### src/rtl/core/hhs_pkg.sv
// Shared types and constants for the heater handle supervisor.
package hhs_pkg;

  // Counter and sensor widths
  localparam int CNT_W  = 16;
  localparam int SENS_W = 10;
  localparam int CFG_W  = 16;
  localparam int IDX_W  = 3;

  // Configuration register indexes
  localparam logic [IDX_W-1:0] CFG_OPERATING_MODE   = 3'd0;
  localparam logic [IDX_W-1:0] CFG_LOW_TEMP_LIMIT   = 3'd1;
  localparam logic [IDX_W-1:0] CFG_OVER_TEMP_LIMIT  = 3'd2;
  localparam logic [IDX_W-1:0] CFG_LOW_WIND_LIMIT   = 3'd3;
  localparam logic [IDX_W-1:0] CFG_ERROR_TIMEOUT    = 3'd4;
  localparam logic [IDX_W-1:0] CFG_SLEEP_TIMEOUT    = 3'd5;
  localparam logic [IDX_W-1:0] CFG_SLEEP_TEMP_LIMIT = 3'd6;

  // Register reset values
  localparam logic [SENS_W-1:0] RST_LOW_TEMP   = SENS_W'(100);
  localparam logic [SENS_W-1:0] RST_OVER_TEMP  = SENS_W'(500);
  localparam logic [SENS_W-1:0] RST_LOW_WIND   = SENS_W'(10);
  localparam logic [CNT_W-1:0]  RST_ERR_TO     = CNT_W'(1000);
  localparam logic [CNT_W-1:0]  RST_SLEEP_TO   = CNT_W'(60000);
  localparam logic [SENS_W-1:0] RST_SLEEP_TEMP = SENS_W'(70);

  // Operating modes
  localparam logic OPMODE_NORMAL = 1'b0;
  localparam logic OPMODE_CODE   = 1'b1;

  // Heat modes
  localparam logic [1:0] HEAT_NORMAL = 2'd0;
  localparam logic [1:0] HEAT_ENABLE = 2'd1;

  // Fault codes
  localparam logic [1:0] FAULT_NONE = 2'd0;
  localparam logic [1:0] FAULT_OVER = 2'd1;
  localparam logic [1:0] FAULT_LOW  = 2'd2;
  localparam logic [1:0] FAULT_FAN  = 2'd3;

  // Handle states
  localparam logic ST_ASLEEP = 1'b0;
  localparam logic ST_ACTIVE = 1'b1;

  typedef struct packed {
    logic              operating_mode;
    logic [SENS_W-1:0] low_temp_limit;
    logic [SENS_W-1:0] over_temp_limit;
    logic [SENS_W-1:0] low_wind_limit;
    logic [CNT_W-1:0]  error_timeout;
    logic [CNT_W-1:0]  sleep_timeout;
    logic [SENS_W-1:0] sleep_temp_limit;
  } hhs_cfg_t;

  typedef struct packed {
    logic              handle_lifted;
    logic [SENS_W-1:0] temperature;
    logic [SENS_W-1:0] airflow;
    logic [1:0]        heat_mode;
    logic              code_session_active;
    logic              clear_fault;
  } hhs_item_t;

  typedef struct packed {
    logic       handle_active;
    logic [1:0] fault_code;
    logic       long_beep;
    logic       last_was_working;
    logic [1:0] mode_after;
  } hhs_result_t;

  // Saturating increment of a tick counter
  function automatic logic [CNT_W-1:0] bump(input logic [CNT_W-1:0] c);
    bump = (c == {CNT_W{1'b1}}) ? c : c + CNT_W'(1);
  endfunction

endpackage

### src/rtl/core/hhs_cfg_regs.sv
// Configuration register file for the heater handle supervisor.
module hhs_cfg_regs
  import hhs_pkg::*;
(
  input  logic             clk,
  input  logic             rst,
  input  logic             cfg_we,
  input  logic [IDX_W-1:0] cfg_index,
  input  logic [CFG_W-1:0] cfg_data,
  output hhs_cfg_t         cfg
);

  // Register writes, truncated to each register's width
  always_ff @(posedge clk) begin
    if (rst) begin
      cfg.operating_mode   <= OPMODE_NORMAL;
      cfg.low_temp_limit   <= RST_LOW_TEMP;
      cfg.over_temp_limit  <= RST_OVER_TEMP;
      cfg.low_wind_limit   <= RST_LOW_WIND;
      cfg.error_timeout    <= RST_ERR_TO;
      cfg.sleep_timeout    <= RST_SLEEP_TO;
      cfg.sleep_temp_limit <= RST_SLEEP_TEMP;
    end else if (cfg_we) begin
      case (cfg_index)
        CFG_OPERATING_MODE:   cfg.operating_mode   <= cfg_data[0];
        CFG_LOW_TEMP_LIMIT:   cfg.low_temp_limit   <= cfg_data[SENS_W-1:0];
        CFG_OVER_TEMP_LIMIT:  cfg.over_temp_limit  <= cfg_data[SENS_W-1:0];
        CFG_LOW_WIND_LIMIT:   cfg.low_wind_limit   <= cfg_data[SENS_W-1:0];
        CFG_ERROR_TIMEOUT:    cfg.error_timeout    <= cfg_data[CNT_W-1:0];
        CFG_SLEEP_TIMEOUT:    cfg.sleep_timeout    <= cfg_data[CNT_W-1:0];
        CFG_SLEEP_TEMP_LIMIT: cfg.sleep_temp_limit <= cfg_data[SENS_W-1:0];
        default: ;
      endcase
    end
  end

endmodule

### src/rtl/core/hhs_tick_logic.sv
// Supervisor state and per-tick update logic.
module hhs_tick_logic
  import hhs_pkg::*;
(
  input  logic        clk,
  input  logic        rst,
  input  logic        step,
  input  hhs_cfg_t    cfg,
  input  hhs_item_t   item,
  output hhs_result_t res
);

  logic             handle_state, handle_state_next;
  logic [1:0]       fault_state, fault_state_next;
  logic [CNT_W-1:0] error_ticks, error_ticks_next;
  logic [CNT_W-1:0] sleep_ticks, sleep_ticks_next;
  logic             previous_state, previous_state_next;
  logic             beep;
  logic [1:0]       mode;

  logic             low, over, wind_low;
  logic [CNT_W-1:0] err_inc, err_mid, sleep_inc, half_to;
  logic [1:0]       fault_clr;

  // Shared compares, counter increments and the cleared fault state
  assign low       = item.temperature <= cfg.low_temp_limit;
  assign over      = item.temperature >= cfg.over_temp_limit;
  assign wind_low  = item.airflow < cfg.low_wind_limit;
  assign err_inc   = bump(error_ticks);
  assign sleep_inc = bump(sleep_ticks);
  assign half_to   = {1'b0, cfg.error_timeout[CNT_W-1:1]};
  assign fault_clr = item.clear_fault ? FAULT_NONE : fault_state;

  // Next state for one tick
  always_comb begin
    handle_state_next   = handle_state;
    fault_state_next    = fault_clr;
    error_ticks_next    = error_ticks;
    sleep_ticks_next    = sleep_ticks;
    previous_state_next = previous_state;
    beep                = 1'b0;
    mode                = item.heat_mode;
    err_mid             = err_inc;
    if (cfg.operating_mode == OPMODE_NORMAL) begin
      if (handle_state == ST_ASLEEP) begin
        // sleeping: wake on lift
        handle_state_next   = item.handle_lifted;
        previous_state_next = ST_ASLEEP;
        error_ticks_next    = '0;
      end else if (item.heat_mode == HEAT_NORMAL || item.heat_mode == HEAT_ENABLE) begin
        if (item.heat_mode == HEAT_ENABLE && !item.handle_lifted)
          mode = HEAT_NORMAL;
        if ((low || over) && item.handle_lifted) begin
          error_ticks_next = err_inc;
          if (over && err_inc >= half_to) begin
            fault_state_next    = FAULT_OVER;
            previous_state_next = ST_ACTIVE;
            error_ticks_next    = '0;
          end else if (err_inc >= cfg.error_timeout) begin
            if (low)
              fault_state_next = FAULT_LOW;
            else if (wind_low)
              fault_state_next = FAULT_FAN;
            previous_state_next = ST_ACTIVE;
            error_ticks_next    = '0;
          end
        end else begin
          error_ticks_next = '0;
          // docked and cool: count toward sleep
          if (!item.handle_lifted && item.temperature <= cfg.sleep_temp_limit) begin
            sleep_ticks_next = sleep_inc;
            if (sleep_inc > cfg.sleep_timeout) begin
              handle_state_next   = ST_ASLEEP;
              sleep_ticks_next    = '0;
              beep                = 1'b1;
              previous_state_next = ST_ACTIVE;
            end
          end
        end
      end
    end else if (item.code_session_active) begin
      // code operation: fault counter only, airflow checked too
      if ((low || over || wind_low) && item.handle_lifted) begin
        error_ticks_next = err_inc;
        if (over && !wind_low && err_inc >= half_to) begin
          fault_state_next    = FAULT_OVER;
          previous_state_next = ST_ACTIVE;
          err_mid             = '0;
          error_ticks_next    = '0;
        end
        if (err_mid >= cfg.error_timeout) begin
          if (low && !wind_low)
            fault_state_next = FAULT_LOW;
          else if (wind_low)
            fault_state_next = FAULT_FAN;
          previous_state_next = ST_ACTIVE;
          error_ticks_next    = '0;
        end
      end else begin
        error_ticks_next = '0;
      end
    end
  end

  // Result word for this tick
  always_comb begin
    res.handle_active    = handle_state_next;
    res.fault_code       = fault_state_next;
    res.long_beep        = beep;
    res.last_was_working = previous_state_next;
    res.mode_after       = mode;
  end

  // State registers
  always_ff @(posedge clk) begin
    if (rst) begin
      handle_state   <= ST_ASLEEP;
      fault_state    <= FAULT_NONE;
      error_ticks    <= '0;
      sleep_ticks    <= '0;
      previous_state <= ST_ASLEEP;
    end else if (step) begin
      handle_state   <= handle_state_next;
      fault_state    <= fault_state_next;
      error_ticks    <= error_ticks_next;
      sleep_ticks    <= sleep_ticks_next;
      previous_state <= previous_state_next;
    end
  end

  // A long beep always means the handle went to sleep
  a_beep_sleeps: assert property (@(posedge clk) disable iff (rst)
    step && beep |=> handle_state == ST_ASLEEP && sleep_ticks == '0)
    else $error("beep without sleep");

  // A sleeping handle in normal operation leaves the error counter clear
  a_sleep_clears_err: assert property (@(posedge clk) disable iff (rst)
    step && cfg.operating_mode == OPMODE_NORMAL && handle_state == ST_ASLEEP
    |=> error_ticks == '0)
    else $error("error ticks not cleared while asleep");

  // Latched fault holds unless cleared
  a_fault_latched: assert property (@(posedge clk) disable iff (rst)
    step && !item.clear_fault && fault_state != FAULT_NONE |=> fault_state != FAULT_NONE)
    else $error("fault dropped without clear");

  // State holds between ticks
  a_state_holds: assert property (@(posedge clk) disable iff (rst)
    !step |=> $stable(handle_state) && $stable(fault_state) && $stable(error_ticks))
    else $error("state changed without a tick");

endmodule

### src/rtl/core/heater_handle_supervisor_unit.sv
// Top level of the heater handle supervisor: input register, tick logic, result register.
//
// Usage:
//   Input channel (in_valid/in_stall) carries one supervision tick per word:
//   handle position, temperature, airflow, heat mode, code-session flag and
//   a fault clear request. Output channel (out_valid/out_stall) returns one
//   result word per tick: handle state, fault code, long-beep pulse,
//   recorded previous state and heat mode after the tick.
//   A word accepted into the input register passes through the tick logic and
//   is in the result register when the output is free. Throughput: one word
//   per cycle while the output is free, limited by the state update in the
//   tick logic. Configuration is written through cfg_we/cfg_index/cfg_data
//   while the block is idle; the user must ensure this, as the block itself
//   does not enforce it. There is no read-back. Reset (rst, synchronous)
//   empties both stages, restores the configuration and state registers to
//   their defaults and puts the handle to sleep with no fault. When the
//   receiver stalls, the result word holds; the input register can still take
//   one more word, after which in_stall rises until the output drains.
module heater_handle_supervisor_unit
  import hhs_pkg::*;
(
  input  logic              clk,
  input  logic              rst,
  input  logic              cfg_we,
  input  logic [IDX_W-1:0]  cfg_index,
  input  logic [CFG_W-1:0]  cfg_data,
  input  logic              in_valid,
  output logic              in_stall,
  input  logic              handle_lifted,
  input  logic [SENS_W-1:0] temperature,
  input  logic [SENS_W-1:0] airflow,
  input  logic [1:0]        heat_mode,
  input  logic              code_session_active,
  input  logic              clear_fault,
  output logic              out_valid,
  input  logic              out_stall,
  output logic              handle_active,
  output logic [1:0]        fault_code,
  output logic              long_beep,
  output logic              last_was_working,
  output logic [1:0]        mode_after
);

  hhs_cfg_t    cfg;
  hhs_item_t   s1_item;
  logic        s1_valid;
  hhs_result_t res;
  hhs_result_t out_word;
  logic        out_ready;
  logic        step;
  logic        in_take;

  // Handshake
  assign out_ready = !out_valid || !out_stall;
  assign step      = s1_valid && out_ready;
  assign in_stall  = s1_valid && !out_ready;
  assign in_take   = in_valid && !in_stall;

  hhs_cfg_regs u_cfg (
    .clk       (clk),
    .rst       (rst),
    .cfg_we    (cfg_we),
    .cfg_index (cfg_index),
    .cfg_data  (cfg_data),
    .cfg       (cfg)
  );

  // Input register
  always_ff @(posedge clk) begin
    if (rst) begin
      s1_valid <= 1'b0;
    end else if (in_take) begin
      s1_valid <= 1'b1;
    end else if (step) begin
      s1_valid <= 1'b0;
    end
  end

  always_ff @(posedge clk) begin
    if (in_take) begin
      s1_item.handle_lifted       <= handle_lifted;
      s1_item.temperature         <= temperature;
      s1_item.airflow             <= airflow;
      s1_item.heat_mode           <= heat_mode;
      s1_item.code_session_active <= code_session_active;
      s1_item.clear_fault         <= clear_fault;
    end
  end

  hhs_tick_logic u_tick (
    .clk  (clk),
    .rst  (rst),
    .step (step),
    .cfg  (cfg),
    .item (s1_item),
    .res  (res)
  );

  // Result register
  always_ff @(posedge clk) begin
    if (rst) begin
      out_valid <= 1'b0;
    end else if (step) begin
      out_valid <= 1'b1;
    end else if (!out_stall) begin
      out_valid <= 1'b0;
    end
  end

  always_ff @(posedge clk) begin
    if (step) begin
      out_word <= res;
    end
  end

  assign handle_active    = out_word.handle_active;
  assign fault_code       = out_word.fault_code;
  assign long_beep        = out_word.long_beep;
  assign last_was_working = out_word.last_was_working;
  assign mode_after       = out_word.mode_after;

endmodule
### config.mk
export PLATFORM = sky130hd
export DESIGN_NAME = heater_handle_supervisor_unit
export DESIGN_NICKNAME = d
export VERILOG_FILES = /design/src/rtl/core/hhs_pkg.sv /design/src/rtl/core/hhs_cfg_regs.sv /design/src/rtl/core/hhs_tick_logic.sv /design/src/rtl/core/heater_handle_supervisor_unit.sv
export SDC_FILE = /design/constraint.sdc
export NUM_CORES = 1
export LEC_CHECK = 0
export BUFFER_PORTS_ARGS = -buffer_cell sky130_fd_sc_hd__clkbuf_2
export CAP_MARGIN = 40
export CORE_MARGIN = 2
export CORE_UTILIZATION = 60
export CTS_BUF_LIST = sky130_fd_sc_hd__clkbuf_2
export DETAILED_ROUTE_END_ITERATION = 8
export PLACE_DENSITY = 0.79
export RECOVER_POWER = 50
export SYNTH_ARGS = -nofsm -noshare
export SYNTH_HDL_FRONTEND = slang
export SYNTH_HIERARCHICAL = 1
export SYNTH_SLANG_ARGS = --single-unit
### constraint.sdc
create_clock -name clk -period 15.61 [get_ports clk]
set_input_delay 1.561 -clock clk [delete_from_list [all_inputs] [get_ports clk]]
set_output_delay 1.561 -clock clk [all_outputs]
set_load 0.03 [all_outputs]
==> Yosys cells after proc, flatten, opt, wreduce, memory -nomap -nowiden <==
Cells that the tools add are included.
{ "word_totals": {"out_inout_bits": 9, "input_bits": 49, "elab_cells": 144, "register_bits": 143} }
{ "op_classes": {"n_mux": 58, "n_eq_ne": 12, "n_addsub": 2, "bitwise": 5, "n_reduce_logical": 34, "order_cmp": 8} }
{ "op_table": {"columns": ["cell", "count"], "rows": [
  ["$mux W16", 16],
  ["$mux W2", 19],
  ["$add A16 B1 Y16 const B", 2],
  ["$eq A16 B16 Y1 const B", 2],
  ["$ge A16 B16 Y1", 2],
  ["$mux W1", 23],
  ["$le A10 B10 Y1", 2],
  ["$ge A16 B15 Y1", 1],
  ["$gt A16 B16 Y1", 1],
  ["$reduce_and A2 Y1", 7],
  ["$logic_and A1 B1 Y1", 11],
  ["$ge A10 B10 Y1", 1],
  ["$lt A10 B10 Y1", 1],
  ["$eq A3 B3 Y1 const B", 3],
  ["$eq A3 B2 Y1 const B", 2],
  ["$logic_not A1 Y1", 6],
  ["$reduce_and A6 Y1", 1],
  ["$not A1 Y1", 5],
  ["$reduce_or A5 Y1", 1],
  ["$logic_or A1 B1 Y1", 4],
  ["$eq A3 B1 Y1 const B", 1],
  ["$logic_not A3 Y1", 1],
  ["$ne A3 B3 Y1 const B", 1],
  ["$reduce_and A3 Y1", 1],
  ["other kinds (5)", 5]
]} }

==> Depth between registers and ports, before layout <==
{ "depth": {"depth_word": 13, "depth_mapped": 26, "depth_no_buf": 24} }

==> Cells and area by module <==
Netlist, hierarchy kept.
{ "modules_own_cells": {"columns": ["module", "instances", "seq_area_each_um2", "area_each_um2", "cells_per_inst"], "rows": [
  ["hhs_tick_logic", 1, 720.7, 5057.4, 682],
  ["hhs_cfg_regs", 1, 1461.4, 2956.6, 276],
  ["heater_handle_supervisor_unit", 1, 1001.0, 1047.3, 42]
]} }

==> Worst setup path after synthesis <==
OpenSTA, ideal clock, no wires.
{ "synth_timing": {"kind": "reg2reg", "startpoint": "reg u_tick.error_ticks[0]", "endpoint": "reg out_word, in the netlist fault_code[0] (data pin)", "required_ns": 15.355, "period_less_slack_ns": 5.133, "path_buffers": 1, "stages_incl_launch_ff": 24, "setup_slack_ns": 10.477, "t_arrival_ns": 4.878, "path_cell_list": "dfxtp_1 > ha_1 > nand2_1 > nor2_1 > a21oi_1 > nand3_1 > nor2_1 > xor2_1 > ha_1 > a21o_1 > nand3_1 > a31oi_1 > a211o_1 > o21ai_1 > nor2_1 > buf_2 > or2_1 > ha_1 > nor3b_1 > o21ai_0 > nand2_1 > a32o_1 > or4b_2 > and3_1"} }
{ "synth_lines": {"columns": ["item", "line_no", "rtl"], "rows": [
  ["from (decl)", "hhs_tick_logic.sv:15", "logic [CNT_W-1:0] error_ticks, error_ticks_next;"],
  ["from (signal assigned)", "hhs_tick_logic.sv:125", "error_ticks <= error_ticks_next;"],
  ["to (signal assigned)", "heater_handle_supervisor_unit.sv:112", "out_word <= res;"],
  ["to (decl)", "heater_handle_supervisor_unit.sv:48", "hhs_result_t out_word;"]
]} }

==> Final worst setup path <==
{ "layout_timing": {"startpoint": "reg u_tick.error_ticks[0]", "endpoint": "reg u_tick.error_ticks[10]"} }
{ "layout_between": {"elab_chain_len": 13} }
{ "layout_lines": {"columns": ["item", "line_no", "rtl"], "rows": [
  ["$add A16 B1 Y16 / $eq A16 B16 Y1 (equally long branches)", "hhs_pkg.sv:74", "bump = (c == {CNT_W{1'b1}}) ? c : c + CNT_W'(1);"],
  ["$mux W16 (*)", "hhs_pkg.sv:74", null],
  ["$ge A16 B15 Y1", "hhs_tick_logic.sv:55, hhs_tick_logic.sv:85", null],
  ["$logic_and A1 B1 Y1", "hhs_tick_logic.sv:85", "if (over && !wind_low && err_inc >= half_to) begin"],
  ["$mux W16", "hhs_tick_logic.sv:85", null],
  ["$mux W16", "hhs_tick_logic.sv:83", "if ((low || over || wind_low) && item.handle_lifted) begin"],
  ["$mux W16", "hhs_tick_logic.sv:81", "end else if (item.code_session_active) begin"],
  ["$mux W16", "hhs_tick_logic.sv:44", "if (cfg.operating_mode == OPMODE_NORMAL) begin"],
  ["$ge A16 B16 Y1", "hhs_tick_logic.sv:91", "if (err_mid >= cfg.error_timeout) begin"],
  ["$mux W16", "hhs_tick_logic.sv:91", null],
  ["$mux W16", "hhs_tick_logic.sv:83", null],
  ["$mux W16", "hhs_tick_logic.sv:81", null],
  ["$mux W16 (*)", "hhs_tick_logic.sv:44", null]
]} }
Every way passes the cells marked *; elsewhere a longest branch is shown, timed or not. The select of a mux whose other input is x is not followed.
A chain may end at the register's enable or synchronous reset.

==> impl_metrics.toml <==
[clock_network]
cts_max_level = 4
cts_setup_buffers = 0
cts_buffer_depth = 2
cts-buffers-inserted = 17
cts_tree = "built"
path_clk_slew_ns = 0.25
cts_sinks = 143
clk-insertion-delay-late_ns = 0.75
ctsHoldBuffers = 0
clockRootBuffer = "clkbuf_2"
cts_resized = 0

[global_route]
grt_start_max_net_pins = 74
grt_pass1_wl_um = 33200
grt_use_total = 0.257
grt_pass1_vias = 6915
antenna_found_initial = 0
overflow = 0

[floorplanning]
pin_count = 58
core_um2 = 14600
die-area_um2 = 16100
dieHeight_um = 127
rows = 44
die_w_um = 127
initial_core_util = 0.619

[layout]
num_antenna_cells = 0
syn_to_final_growth_pct = 6.46
drive_gt1_frac = 0.103
nets = 1195
nFillCells = 1219
instances_no_fill = 1239

[yosys]
syn_nets = 1153
yosysSeqAreaShare = 0.351
yosysUniqueCellTypes = 71
ys_ff_latch = 143
syn-instance-count = 1000
yosysWarningCount = 6
syn_area_per_cell_um2 = 9.06
async_flop_share = 0
synth_ff_type = "dfxtp_1"
synth_area_um2 = 9060
synth-edff-count = 32

[worst_setup_path]
cp-end-kind = "register"
cp-start-kind = "register"
critical_path_class = "reg2reg"
cp.required_ns = 16.26
path_max_fanout = 16
arrival_ns = 7.13

[hold_path]
hp-class = "reg2reg"

[sta]
min_period_ns = 6.48
tns_ns = 0
final.period_utilization = 0.415
rsz0062_at_grt = "false"
final.setup_skew_ns = 0.0363
drv_slew = 144
finalHoldViolCount = 0
worst_pin_slew_ns = 2.51
fmax_mhz = 154
whs_ns = 0.491
slew_headroom = -0.673
setup_viol = 0

[routing]
wl_per_cell_um = 16.4
drc = 0
via_per_inst = 5.82
ant_nets = 0
drtIter0Drc = 420
via_count = 7210
first_pass_iters = 5
wl_um = 20300

[run_status]
violations = "max-capacitance violations, max-slew violations"
status = "finished with violations"

[pwr]
total_power_w = 0.000700
p_leak_nw = 4.39
power.density_nw_per_um2 = 72.5
peakVddDrop_uv = 91.1

[place]
hpwl_um = 15000
globalplace.congestion = 0.874
dp.cells = 1207
port-buffer-count = 57

[flow_run]
maxCapViolCount = 3
-- flip-flops by register name, indices dropped and copies added (netlist names), 2 cells and up --
name,flops
s1_item,25
u_cfg/cfg,73
mode_after,2
u_tick/sleep_ticks,16
fault_code,2
u_tick/fault_state,2
u_tick/error_ticks,16
-- power by group --
group	leakage (nW)	total, W	switching [W]	internal [W]
clock	0.149	0.000232	0.000153	0.0000791
combinational	3.03	0.0000721	0.0000439	0.0000282
sequential	1.21	0.000395	0.00000614	0.000389
total	4.39	0.000700	0.000203	0.000496
-- per-layer routing --
metal	global-route usage	vias to the layer above	routed length [um]
met5	0	-	0
met4	0.0653	0	250
met1	0.346	3367	9560
met2	0.431	204	9470
li1	-	3614	-
met3	0.0439	25	995
-- placed cells by master (no fill, tap or decap), types with 6 or more instances in the layout --
cell type	n
xnor2_1	13
mux2i_1	73
nor2b_1	26
o21a_1	13
nor2_1	88
a31oi_1	9
xor2_1	10
o21ai_0	25
nand2b_1	72
o211ai_1	13
and3_1	11
clkbuf_2	72
clkbuf_1	6
a21o_1	10
inv_1	82
ha_1	104
nand3_1	40
a211oi_1	6
edfxtp_1	32
nand2_1	48
a21oi_1	53
nor3_1	19
dfxtp_1	111
nand4_1	14
-- synth_stat cells (6+ instances only) --
cell type  number  share of area
a211oi_1        6         0.0050
a21o_1         10         0.0083
a21oi_1        52          0.029
a31oi_1         9         0.0062
and3_1         11         0.0076
buf_2           7         0.0039
buf_4           7         0.0058
clkbuf_1       21         0.0087
dfxtp_1       111           0.25
edfxtp_1       32           0.11
ha_1          104           0.14
inv_1          82          0.034
mux2i_1        73          0.081
nand2_1        48          0.020
nand2b_1       72          0.050
nand3_1        40          0.022
nand4_1        14         0.0097
nor2_1         89          0.037
nor2b_1        26          0.018
nor3_1         19          0.010
o211ai_1       13          0.011
o21a_1         13          0.011
o21ai_0        25          0.014
xnor2_1        13          0.013
xor2_1         10         0.0097
-- through the flow --
step | instance area [um2] | setup WS, ns | util
finish | 9650 | 9.13 | 0.659
global route | 9650 | 8.62 | 0.659
floorplan | 9060 | 10.48 | -
detailed placement | 9430 | 9.38 | 0.644
global placement | 9390 | 9.49 | 0.641
CTS | 9690 | 9.32 | 0.662
-- path summary, 6_finish.rpt --
check / endpoint / startpoint / depth (start not counted) / slack (ns)
setup reg to reg: u_tick/error_ticks[10]$_SDFFE_PP0P_ / u_tick/error_ticks[0]$_SDFFE_PP0P_ / 25 / 9.13
hold reg to reg: u_cfg/cfg[48]$_SDFFE_PP0P_ / u_cfg/cfg[48]$_SDFFE_PP0P_ / 2 / 0.49
setup / recovery: u_tick/error_ticks[10]$_SDFFE_PP0P_ / u_tick/error_ticks[0]$_SDFFE_PP0P_ / 25 / 9.13
hold / removal: u_cfg/cfg[48]$_SDFFE_PP0P_ / u_cfg/cfg[48]$_SDFFE_PP0P_ / 2 / 0.49
-- cells by family after synthesis --
group                      after synthesis  synth area share
AOI/OAI and AO/OA                      167             0.122
xor gates and xnor gates                23            0.0222
adders and majority gates              104             0.144
buffers and inverters                  126            0.0614
DFF                                    143             0.351
muxes                                   78            0.0869
and+or+nand+nor                        359             0.213
-- worst max-delay path, cell delays in order (launching register included) --
cell       delay (ns)
dfxtp_1          0.46
ha_1             0.25
nand2_1          0.13
nor2_1           0.22
nand2_1          0.21
and4_1           0.29
nand3_1          0.10
xnor2_1          0.13
ha_1             0.32
nand4_1          0.11
or2_2            0.30
a31oi_1          0.14
a211o_1          0.15
o21ai_1          0.14
nor2_1           0.52
buf_4            0.26
nor2b_1          0.06
ha_1             0.30
a2111oi_0        0.45
o21ai_0          0.19
nand2_1          0.12
a32o_1           0.28
nand2_1          0.12
a221oi_4         0.77
nand3_1          0.16
a21oi_1          0.19
-- layout make-up --
class | instances | area, um2 | share of cell area
clock buffers | 17 | 85.1 | 0.00882
clock inverters | 15 | 174 | 0.0180
inverters | 82 | 308 | 0.0319
multi-input cells | 731 | 5320 | 0.551
flip-flops and latches | 143 | 3180 | 0.330
well taps | 184 | 230 | 0.0239
repair buffers | 67 | 347 | 0.0359
Note: power is estimated with default switching activity, not from simulation.
